File: src/dde12_pkg.sv
// Shared types and constants for the 12-bit DPCM delta encoder.
package dde12_pkg;

   // Saturation limits of the difference, 13-bit two's complement
   localparam logic signed [16:0] DIFF_CEIL  = 17'sd4094;
   localparam logic signed [16:0] DIFF_FLOOR = -17'sd4096;

   // Bytes produced by one request: first always, second when two_bytes
   typedef struct packed {
      logic       two_bytes;
      logic [7:0] first;
      logic [7:0] second;
   } pack_type;

endpackage

File: src/dpcm_delta_encoder_12bit_core.sv
// Top level of the 12-bit DPCM delta encoder with byte output queue.
//
// Usage: each request on req_ carries one signed 16-bit PCM sample. The
// block subtracts its prediction, saturates the difference to
// -4096..4094 and packs bits 12..1 as a 12-bit code, two codes per three
// bytes. Bytes leave on rsp_ one per cycle while rsp_ready is high;
// rsp_last marks the final byte caused by a sample. One byte is always
// held back inside the block; there is no flush.
// The first byte of a sample is on rsp_ in the cycle after the request
// is taken. A sample that yields one byte can be taken every cycle while
// rsp_ready is high; after one that yields two bytes, the next waits
// until its second byte heads the queue; the single byte-wide port sets this.
// A two-entry byte queue sits in front of rsp_, so a new request is
// taken in the same cycle the last queued byte is taken.
// Reset (synchronous, active high) clears prediction, phase, pending
// byte and the queue. When the receiver stalls, queued bytes hold and
// req_ready drops once the queue cannot take a new sample's bytes.
module dpcm_delta_encoder_12bit_core (
   input  logic               clock,
   input  logic               reset,
   input  logic               req_valid,
   output logic               req_ready,
   input  logic signed [15:0] req_sample,
   output logic               rsp_valid,
   input  logic               rsp_ready,
   output logic [7:0]         rsp_out_byte,
   output logic               rsp_last
);
   import dde12_pkg::*;

   pack_type   pack;
   logic       take;
   logic       a_vld_ff, a_vld_in;
   logic [7:0] a_byte_ff, a_byte_in;
   logic       a_last_ff, a_last_in;
   logic       b_vld_ff, b_vld_in;
   logic [7:0] b_byte_ff, b_byte_in;
   logic       b_last_ff, b_last_in;

   // Accept when the spill slot is empty and the head is empty or frees this cycle
   assign req_ready = !b_vld_ff && (!a_vld_ff || rsp_ready);
   assign take      = req_valid && req_ready;

   dde12_codec u_codec (
      .clock  (clock),
      .reset  (reset),
      .take   (take),
      .sample (req_sample),
      .pack   (pack)
   );

   // Advance the queue: drop the taken byte, move spill up, load request
   always_comb begin
      a_vld_in  = a_vld_ff;
      a_byte_in = a_byte_ff;
      a_last_in = a_last_ff;
      b_vld_in  = b_vld_ff;
      b_byte_in = b_byte_ff;
      b_last_in = b_last_ff;
      if (a_vld_ff && rsp_ready) begin
         a_vld_in = 1'b0;
         if (b_vld_ff) begin
            a_vld_in  = 1'b1;
            a_byte_in = b_byte_ff;
            a_last_in = b_last_ff;
            b_vld_in  = 1'b0;
         end
      end
      if (take) begin
         a_vld_in  = 1'b1;
         a_byte_in = pack.first;
         a_last_in = !pack.two_bytes;
         b_vld_in  = pack.two_bytes;
         b_byte_in = pack.second;
         b_last_in = 1'b1;
      end
   end

   // Clear queue control under reset; payload needs none
   always_ff @(posedge clock) begin
      if (reset) begin
         a_vld_ff <= 1'b0;
         b_vld_ff <= 1'b0;
      end else begin
         a_vld_ff <= a_vld_in;
         b_vld_ff <= b_vld_in;
      end
      a_byte_ff <= a_byte_in;
      a_last_ff <= a_last_in;
      b_byte_ff <= b_byte_in;
      b_last_ff <= b_last_in;
   end

   assign rsp_valid    = a_vld_ff;
   assign rsp_out_byte = a_byte_ff;
   assign rsp_last     = a_last_ff;

   a_spill_order: assert property (@(posedge clock) disable iff (reset)
      b_vld_ff |-> a_vld_ff && !a_last_ff && b_last_ff)
      else $error("spill byte without matching head byte");
   a_take_shows: assert property (@(posedge clock) disable iff (reset)
      take |=> rsp_valid)
      else $error("request taken but no byte presented");
   a_pair_follows: assert property (@(posedge clock) disable iff (reset)
      (rsp_valid && rsp_ready && !rsp_last) |=> rsp_valid && rsp_last)
      else $error("second byte of pair missing");

endmodule

File: src/dde12_codec.sv
// Prediction, saturation and 12-bit code packing state of the encoder.
module dde12_codec (
   input  logic                clock,
   input  logic                reset,
   input  logic                take,
   input  logic signed [15:0]  sample,
   output dde12_pkg::pack_type pack
);
   import dde12_pkg::*;

   logic [15:0]        prediction_ff, prediction_in;
   logic               odd_ff, odd_in;
   logic [7:0]         pend_ff, pend_in;
   logic               pend_vld_ff, pend_vld_in;
   logic signed [16:0] diff;
   logic signed [16:0] sat;
   logic [12:0]        code;

   // Difference from prediction, saturated to the 13-bit code range
   always_comb begin
      diff = 17'(sample) - 17'(signed'(prediction_ff));
      priority if (diff > DIFF_CEIL) begin
         sat = DIFF_CEIL;
      end else if (diff < DIFF_FLOOR) begin
         sat = DIFF_FLOOR;
      end else begin
         sat = diff;
      end
      code = sat[12:0];
   end

   // Pack code bits 12..1 and advance the state
   always_comb begin
      pack          = '0;
      prediction_in = prediction_ff
                      + {{3{code[12]}}, code[12:1], 1'b0};
      odd_in        = !odd_ff;
      pend_vld_in   = 1'b1;
      if (!odd_ff) begin
         pack.two_bytes = pend_vld_ff;
         pack.first     = pend_vld_ff ? pend_ff : code[12:5];
         pack.second    = code[12:5];
         pend_in        = {code[4:1], 4'h0};
      end else begin
         pack.two_bytes = 1'b0;
         pack.first     = pend_ff | {4'h0, code[12:9]};
         pack.second    = code[12:5];
         pend_in        = code[8:1];
      end
   end

   // Hold state until a request is taken
   always_ff @(posedge clock) begin
      if (reset) begin
         prediction_ff <= '0;
         odd_ff        <= 1'b0;
         pend_ff       <= '0;
         pend_vld_ff   <= 1'b0;
      end else if (take) begin
         prediction_ff <= prediction_in;
         odd_ff        <= odd_in;
         pend_ff       <= pend_in;
         pend_vld_ff   <= pend_vld_in;
      end
   end

   a_phase_flips: assert property (@(posedge clock) disable iff (reset)
      take |=> odd_ff != $past(odd_ff))
      else $error("phase did not toggle on request");
   a_pend_set: assert property (@(posedge clock) disable iff (reset)
      take |=> pend_vld_ff)
      else $error("pending byte not marked after request");
   a_pred_hold: assert property (@(posedge clock) disable iff (reset)
      !take |=> $stable(prediction_ff))
      else $error("prediction changed without request");

endmodule

File: config.mk
export PLATFORM = sky130hd
export DESIGN_NAME = dpcm_delta_encoder_12bit_core
export DESIGN_NICKNAME = d
export VERILOG_FILES = /design/src/dde12_pkg.sv /design/src/dpcm_delta_encoder_12bit_core.sv /design/src/dde12_codec.sv
export SDC_FILE = /design/constraint.sdc
export NUM_CORES = 1
export LEC_CHECK = 0
export ABC_AREA = 1
export BUFFER_PORTS_ARGS = -buffer_cell sky130_fd_sc_hd__clkbuf_2
export CORE_ASPECT_RATIO = 0.9
export CORE_UTILIZATION = 40
export DETAILED_ROUTE_END_ITERATION = 16
export SETUP_SLACK_MARGIN = 0.4
export SLEW_MARGIN = 20
export SYNTH_ARGS = -nofsm -noshare
export SYNTH_HDL_FRONTEND = slang
export SYNTH_SLANG_ARGS = --single-unit
File: constraint.sdc
create_clock -name clock -period 4.3 [get_ports clock]
set_input_delay 0.43 -clock clock [delete_from_list [all_inputs] [get_ports clock]]
set_output_delay 0.43 -clock clock [all_outputs]
set_load 0.02 [all_outputs]
* Word level (Yosys, flattened, before mapping)
Index checks and enable logic that the tools add are counted.
** Word-level totals
- Logic and storage cells :: 41
- Register bits :: 45
- Output and inout bits :: 11
- Bits of input ports :: 20
** Operators by class
- Add/sub/neg operators :: 2
- Bitwise gates (word level) :: 1
- Reductions and logical operators :: 11
- $lt $le $gt $ge :: 2
- Muxes and demuxes :: 16
** Operators with widths (count)
- 8-bit 2-to-1 mux :: 5
- 13-bit 2-to-1 mux :: 2
- 17-bit by 13-bit > comparator with 1-bit output (second input constant) :: 1
- 17-bit by 13-bit < comparator with 1-bit output (second input constant) :: 1
- 17-bit 2-to-1 mux :: 1
- 16-bit by 16-bit subtractor with 17-bit output :: 1
- 16-bit adder :: 1
- 1-bit 2-to-1 mux :: 8
- 8-bit by 4-bit OR with 8-bit output :: 1
- 1-bit zero test :: 4
- 2-bit nonzero test :: 2
- 1-bit logical AND :: 3
- 2-bit AND reduction :: 1
- 1-bit logical OR :: 1

* Longest topological paths before layout
- Depth in word-level cells :: 8
- Depth in mapped cells :: 31
- Gate-level depth less buffers :: 30

* Cells and area by module
From an unflattened synthesis, not the netlist that was laid out.
** Second synthesis, totals
- Cells, all modules :: 597
- Area total of the unflattened synthesis :: 3807.4 um^2
** By module, submodules not included
- dde12_codec :: area each 3069.2 um^2, seq. area each 500.5 um^2, cells each 537, times used 1
- dpcm_delta_encoder_12bit_core :: area each 738.2 um^2, seq. area each 550.5 um^2, cells each 60, times used 1

* Least setup slack after synthesis
OpenSTA, ideal clock, no wires.
- Kind :: input -> register
- From :: input port req_sample[1]
- To :: register u_codec.prediction_ff[13]
- Library setup time :: 0.115 ns
- Arrival time :: 3.704 ns
- Buffers on the path :: 1
- Slack :: 0.480 ns
- Stages :: 26
- Data required time :: 4.185 ns
- Cell sequence :: inv_1 -> ha_1 -> inv_1 -> fa_1 -> nand3_1 -> nand2_1 -> nand3_1 -> nand4_1 -> nand2_1 -> nand2_1 -> nor2_1 -> nand2_2 -> nand2_4 -> buf_8 -> nand2_4 -> ha_1 -> fa_1 -> nand3_1 -> nand2_1 -> a21oi_1 -> o21bai_1 -> a21oi_1 -> o21ai_0 -> xor2_1 -> o21ai_0 -> inv_1
** On the way
- Longest elaborated chain between the ends :: 5
- Elaborated cells on any way between the ends :: 6
- Classes of those cells :: add/sub: 2; order compare: 2; mux: 2
** RTL lines
- start, declared :: line dpcm_delta_encoder_12bit_core.sv:23 : input logic signed [15:0] req_sample,
- 16-bit by 16-bit subtractor with 17-bit output (*) :: line dde12_codec.sv:21 : diff = 17'(sample) - 17'(signed'(prediction_ff));
- 17-bit by 13-bit < comparator with 1-bit output :: line dde12_codec.sv:24 : end else if (diff < DIFF_FLOOR) begin
- 13-bit 2-to-1 mux :: line dde12_codec.sv:24
- 13-bit 2-to-1 mux (*) :: line dde12_codec.sv:22 : priority if (diff > DIFF_CEIL) begin
- 16-bit adder (*) :: line dde12_codec.sv:36 : + {{3{code[12]}}, code[12:1], 1'b0};
- end signal, assigned :: line dde12_codec.sv:60 : prediction_ff <= prediction_in;
- end, declared :: line dde12_codec.sv:11 : logic [15:0] prediction_ff, prediction_in;
Every way passes the cells marked *; elsewhere a longest branch is shown, timed or not.
A chain may end at the register's enable or synchronous reset.

* Final worst setup path
- From :: register u_codec.prediction_ff[1]
- To :: register u_codec.prediction_ff[15]
** On the way
- Longest elaborated chain between the ends :: 5
- Elaborated cells on any way between the ends :: 6
- Classes of those cells :: add/sub: 2; order compare: 2; mux: 2
** RTL lines (line)
- 16-bit by 16-bit subtractor with 17-bit output :: dde12_codec.sv:21
- 17-bit by 13-bit < comparator with 1-bit output :: dde12_codec.sv:24
- 13-bit 2-to-1 mux :: dde12_codec.sv:24
- 13-bit 2-to-1 mux :: dde12_codec.sv:22
- 16-bit adder (*) :: dde12_codec.sv:36
Marked as above.

==> out/qor.tcl <==
set qor(outcome) {complete, no violations}
set qor(max-cap-violations) 0
set qor(worst_hold_slack_ns) 0.439
set qor(first_global_vias) 3229
set qor(clock_latency_at_the_later_pin_of_the_worst_skew_pair_ns) 0.29
set qor(grt_max_degree) 41
set qor(critPathLaunchType) {register}
set qor(post_syn_nets) 621
set qor(yosys.cell_types.count) 38
set qor(critical_path.endpoint_type) {register}
set qor(synth_mux_area_share_pct) 0
set qor(final_period_minus_worst_setup_slack_ns) 3.68
set qor(crit_chain) {ha_1 -> inv_1 -> fa_2 -> nand3_1 -> nor2_1 -> nand3_1 -> nor2_1 -> nand3_1 -> nor2_1 -> nand2_1 -> nand2_2 -> nand2_4 -> buf_6 -> nand2_4 -> ha_4 -> a21oi_2 -> nand2_2 -> a21oi_4 -> buf_4 -> o221ai_1 -> or2_2 -> nand3_1 -> o21ai_1 -> a21oi_1}
set qor(fp-row-count) 32
set qor(design.die.area_um2) 9620
set qor(drt-vias-per-instance) 4.91
set qor(drc) 0
set qor(dominant_combinational_cell_family_by_area_after_synthesis) {simple AND/OR/NAND/NOR gates}
set qor(synth_cells) 568
set qor(ff2ff_setup_slack_ns) 0.62
set qor(synth-compound-area-share_pct) 13.1
set qor(final-max-slew-violation-count) 0
set qor(grt_first_pass_wirelength_um) 15400
set qor(crit_start) {u_codec.prediction_ff[1]}
set qor(fmax_mhz) 271
set qor(reg2reg_to) {u_codec.prediction_ff[15]}
set qor(synth_warnings) 0
set qor(path_class) {reg -> reg}
set qor(floorplan.initialDensity_pct) 42.1
set qor(synth.avg_cell_area_um2) 6.50
set qor(cts-hold-fix-buffers) 0
set qor(synth-simple-area-share_pct) 31.9
set qor(ff2ff_path_depth) 24
set qor(drive_gt1_share_pct) 20.4
set qor(cp.arrival_ns) 3.91
set qor(gp_congestion) 1.01
set qor(synth.area.top_cells) {sky130_fd_sc_hd__nand2_1, sky130_fd_sc_hd__dfxtp_1, sky130_fd_sc_hd__edfxtp_1}
set qor(firstDrtPassIters) 5
set qor(core-area_um2) 8770
set qor(post_synth_fa_ha_maj_area_fraction_pct) 11.6
set qor(synth.ff_latch_count) 44
set qor(antenna_violating_nets_post_route) 0
set qor(hold_end) {b_vld_ff}
set qor(cpLargestDelayFamily) {simple AND/OR/NAND/NOR gates}
set qor(die_height_um) 93.1
set qor(globalRouteTotalUtil_pct) 20.7
set qor(post-route-period-util_pct) 85.7
set qor(post-synth-top-area-cell) {sky130_fd_sc_hd__nand2_1}
set qor(tritoncts.num_buffers) 5
set qor(max_slew_margin_pct) 42.5
set qor(report.final.hold_viol_count) 0
set qor(worst_hold_startpoint) {rsp_ready}
set qor(detail_route.wirelength_um) 9640
set qor(die_w_um) 103
set qor(library_cell_appearing_most_often_on_the_critical_path) {sky130_fd_sc_hd__nand3_1}
set qor(cts.path.max_buffers) 2
set qor(routed_wire_length_per_instance_um) 13.3
set qor(final.setup.tns_ns) 0
set qor(cp_max_fo) 5
set qor(clockRootBuffer) {sky130_fd_sc_hd__clkbuf_8}
set qor(dp.final_hpwl_um) 7290
set qor(port-buffer-count) 30
set qor(synth.top_cell.area_share_pct) 18.4
set qor(detailroute.via_count) 3568
set qor(worst-endpoint-required_ns) 4.53
set qor(antenna_found_initial) 0
set qor(synth_sequential_area_ratio_pct) 28.5
set qor(cts_tree) {done}
set qor(num-nets-final) 660
set qor(skew_ns) 0.00442
set qor(global_route.overflow_total) 0
set qor(min_path_type) {in -> reg}
set qor(clkTransAtPathRegs_ns) 0.08
set qor(area_grow_syn2layout_pct) 19.8
set qor(crit_path_top_delay_cell) {sky130_fd_sc_hd__fa_2}
set qor(clkSinkCount) 44
set qor(rr_startpoint) {u_codec.prediction_ff[1]}
set qor(max_stage_delay_ns) 0.54
set qor(hold_path_depth) 4
set qor(final-setup-viol-count) 0
set qor(n_antenna_cell) 0
set qor(max_slew.worst_pin.slew_ns) 0.861
set qor(synth_area_um2) 3690
set qor(h_tree_depth_reported_by_cts) 2
set qor(yosys.area_share.xor_xnor_pct) 2.37
set qor(grt_setup_unrepaired) {false}
set qor(design.portCount) 31
set qor(cp.buffers_inverters) 3
set qor(drt-initial-drc-count) 189
==> state kept, by name, summed over array words and instances, names as in the netlist <==
signal and flops:
u_codec.pend_ff 8, u_codec.odd_ff 1, b_byte_ff 8, b_vld_ff 1
rsp_valid 1, rsp_out_byte 8, rsp_last 1, u_codec.pend_vld_ff 1
u_codec.prediction_ff 15
==> through the flow <==
stage | cells | setup WS [ns] | utilization (%) | instance area (µm²)
global placement | 713 | 0.0976 | 45.4 | 3980
global route | 727 | 0.385 | 50.4 | 4420
floorplan | 568 | 0.480 | - | 3690
finish | 727 | 0.616 | 50.4 | 4420
CTS | 721 | 0.427 | 46.7 | 4100
detailed placement | 713 | 0.0554 | 45.4 | 3980
==> worst reg2reg max path, cell delays in order (launching register included) <==
cell and delay (ns):
sky130_fd_sc_hd__dfxtp_4 0.36, sky130_fd_sc_hd__ha_1 0.13, sky130_fd_sc_hd__inv_1 0.05, sky130_fd_sc_hd__fa_2 0.54, sky130_fd_sc_hd__nand3_1 0.08, sky130_fd_sc_hd__nor2_1 0.09
sky130_fd_sc_hd__nand3_1 0.08, sky130_fd_sc_hd__nor2_1 0.12, sky130_fd_sc_hd__nand3_1 0.09, sky130_fd_sc_hd__nor2_1 0.08, sky130_fd_sc_hd__nand2_1 0.08, sky130_fd_sc_hd__nand2_2 0.09
sky130_fd_sc_hd__nand2_4 0.07, sky130_fd_sc_hd__buf_6 0.15, sky130_fd_sc_hd__nand2_4 0.08, sky130_fd_sc_hd__ha_4 0.22, sky130_fd_sc_hd__a21oi_2 0.18, sky130_fd_sc_hd__nand2_2 0.10
sky130_fd_sc_hd__a21oi_4 0.20, sky130_fd_sc_hd__buf_4 0.13, sky130_fd_sc_hd__o221ai_1 0.12, sky130_fd_sc_hd__or2_2 0.29, sky130_fd_sc_hd__nand3_1 0.09, sky130_fd_sc_hd__o21ai_1 0.08
sky130_fd_sc_hd__a21oi_1 0.13
==> worst max path at each step <==
stage                                 to  slack [ns]  cells past startpoint
5_1_grt        u_codec.prediction_ff[15]        0.38                     24
2_1_floorplan  u_codec.prediction_ff[13]        0.48                     26
3_5_place_dp   u_codec.prediction_ff[13]        0.06                     26
4_1_cts        u_codec.prediction_ff[13]        0.43                     25
3_3_place_gp   u_codec.prediction_ff[13]         0.1                     26
6_report       u_codec.prediction_ff[15]        0.62                     24
==> layout make-up <==
cell class	instances	area (µm²)
Clock inverter	2	11.3
Clock buffer	6	72.6
Sequential cell	44	1070
Multi-Input combinational cell	406	2460
Timing Repair Buffer	43	259
Fill cell	918	4350
Inverter	107	402
Tap cell	119	149
==> synthesized netlist by cell type, drive strengths merged <==
master,count
edfxtp,17
o21bai,2
inv,106
clkbuf,7
or2,4
fa,2
a2bb2oi,1
o21a,2
nand3b,3
o211ai,2
nor3,2
o221ai,1
a31oi,1
nand2,190
a21oi,47
xor2,8
xnor2,2
nor2,32
dfxtp,27
a211oi,1
clkinv,1
a21o,1
buf,4
o21ai,31
nand4,5
ha,31
nand3,36
and2,2
==> cells in the final DEF, fill, tap and decap left out, types with 7 or more instances in the layout <==
master | synthesis | layout
sky130_fd_sc_hd__a21oi_1 | 44 | 39
sky130_fd_sc_hd__a21oi_2 | 3 | 7
sky130_fd_sc_hd__buf_4 | 0 | 10
sky130_fd_sc_hd__clkbuf_2 | 0 | 30
sky130_fd_sc_hd__dfxtp_1 | 27 | 15
sky130_fd_sc_hd__dfxtp_2 | 0 | 11
sky130_fd_sc_hd__edfxtp_1 | 17 | 17
sky130_fd_sc_hd__ha_1 | 31 | 12
sky130_fd_sc_hd__ha_4 | 0 | 16
sky130_fd_sc_hd__inv_1 | 105 | 103
sky130_fd_sc_hd__nand2_1 | 181 | 174
sky130_fd_sc_hd__nand2_2 | 4 | 11
sky130_fd_sc_hd__nand3_1 | 34 | 33
sky130_fd_sc_hd__nor2_1 | 30 | 25
sky130_fd_sc_hd__o21ai_0 | 28 | 25
sky130_fd_sc_hd__xor2_1 | 8 | 8
==> kinds of logic after synthesis <==
group                    after synthesis
AO/OA/AOI/OAI                         89
XOR/XNOR                              10
adder cells (fa/ha/maj)               33
buffers and inverters                118
flip-flops                            44
AND/OR/NAND/NOR                      274
==> per-layer routing <==
metal | track usage [%] | part of all wire [%] | routed length, µm
met2 | 32.2 | 44 | 4270
met1 | 30.5 | 49 | 4700
met5 | 0 | 0 | 0
met4 | 3.64 | 0.67 | 65
met3 | 3.06 | 6.2 | 598
==> repair_timing <==
| item | CTS | global route |
|---|---|---|
| endpoints found under the hold margin | 0 | 0 |
| setup buffers | 0 | 6 |
| endpoints found under the setup margin | 4 | 8 |
| resized for setup | 6 | 62 |
| pin swaps | 0 | 8 |
Power is not shown: default switching activity piles up to over one toggle a cycle in this logic, so the estimate is an artifact.
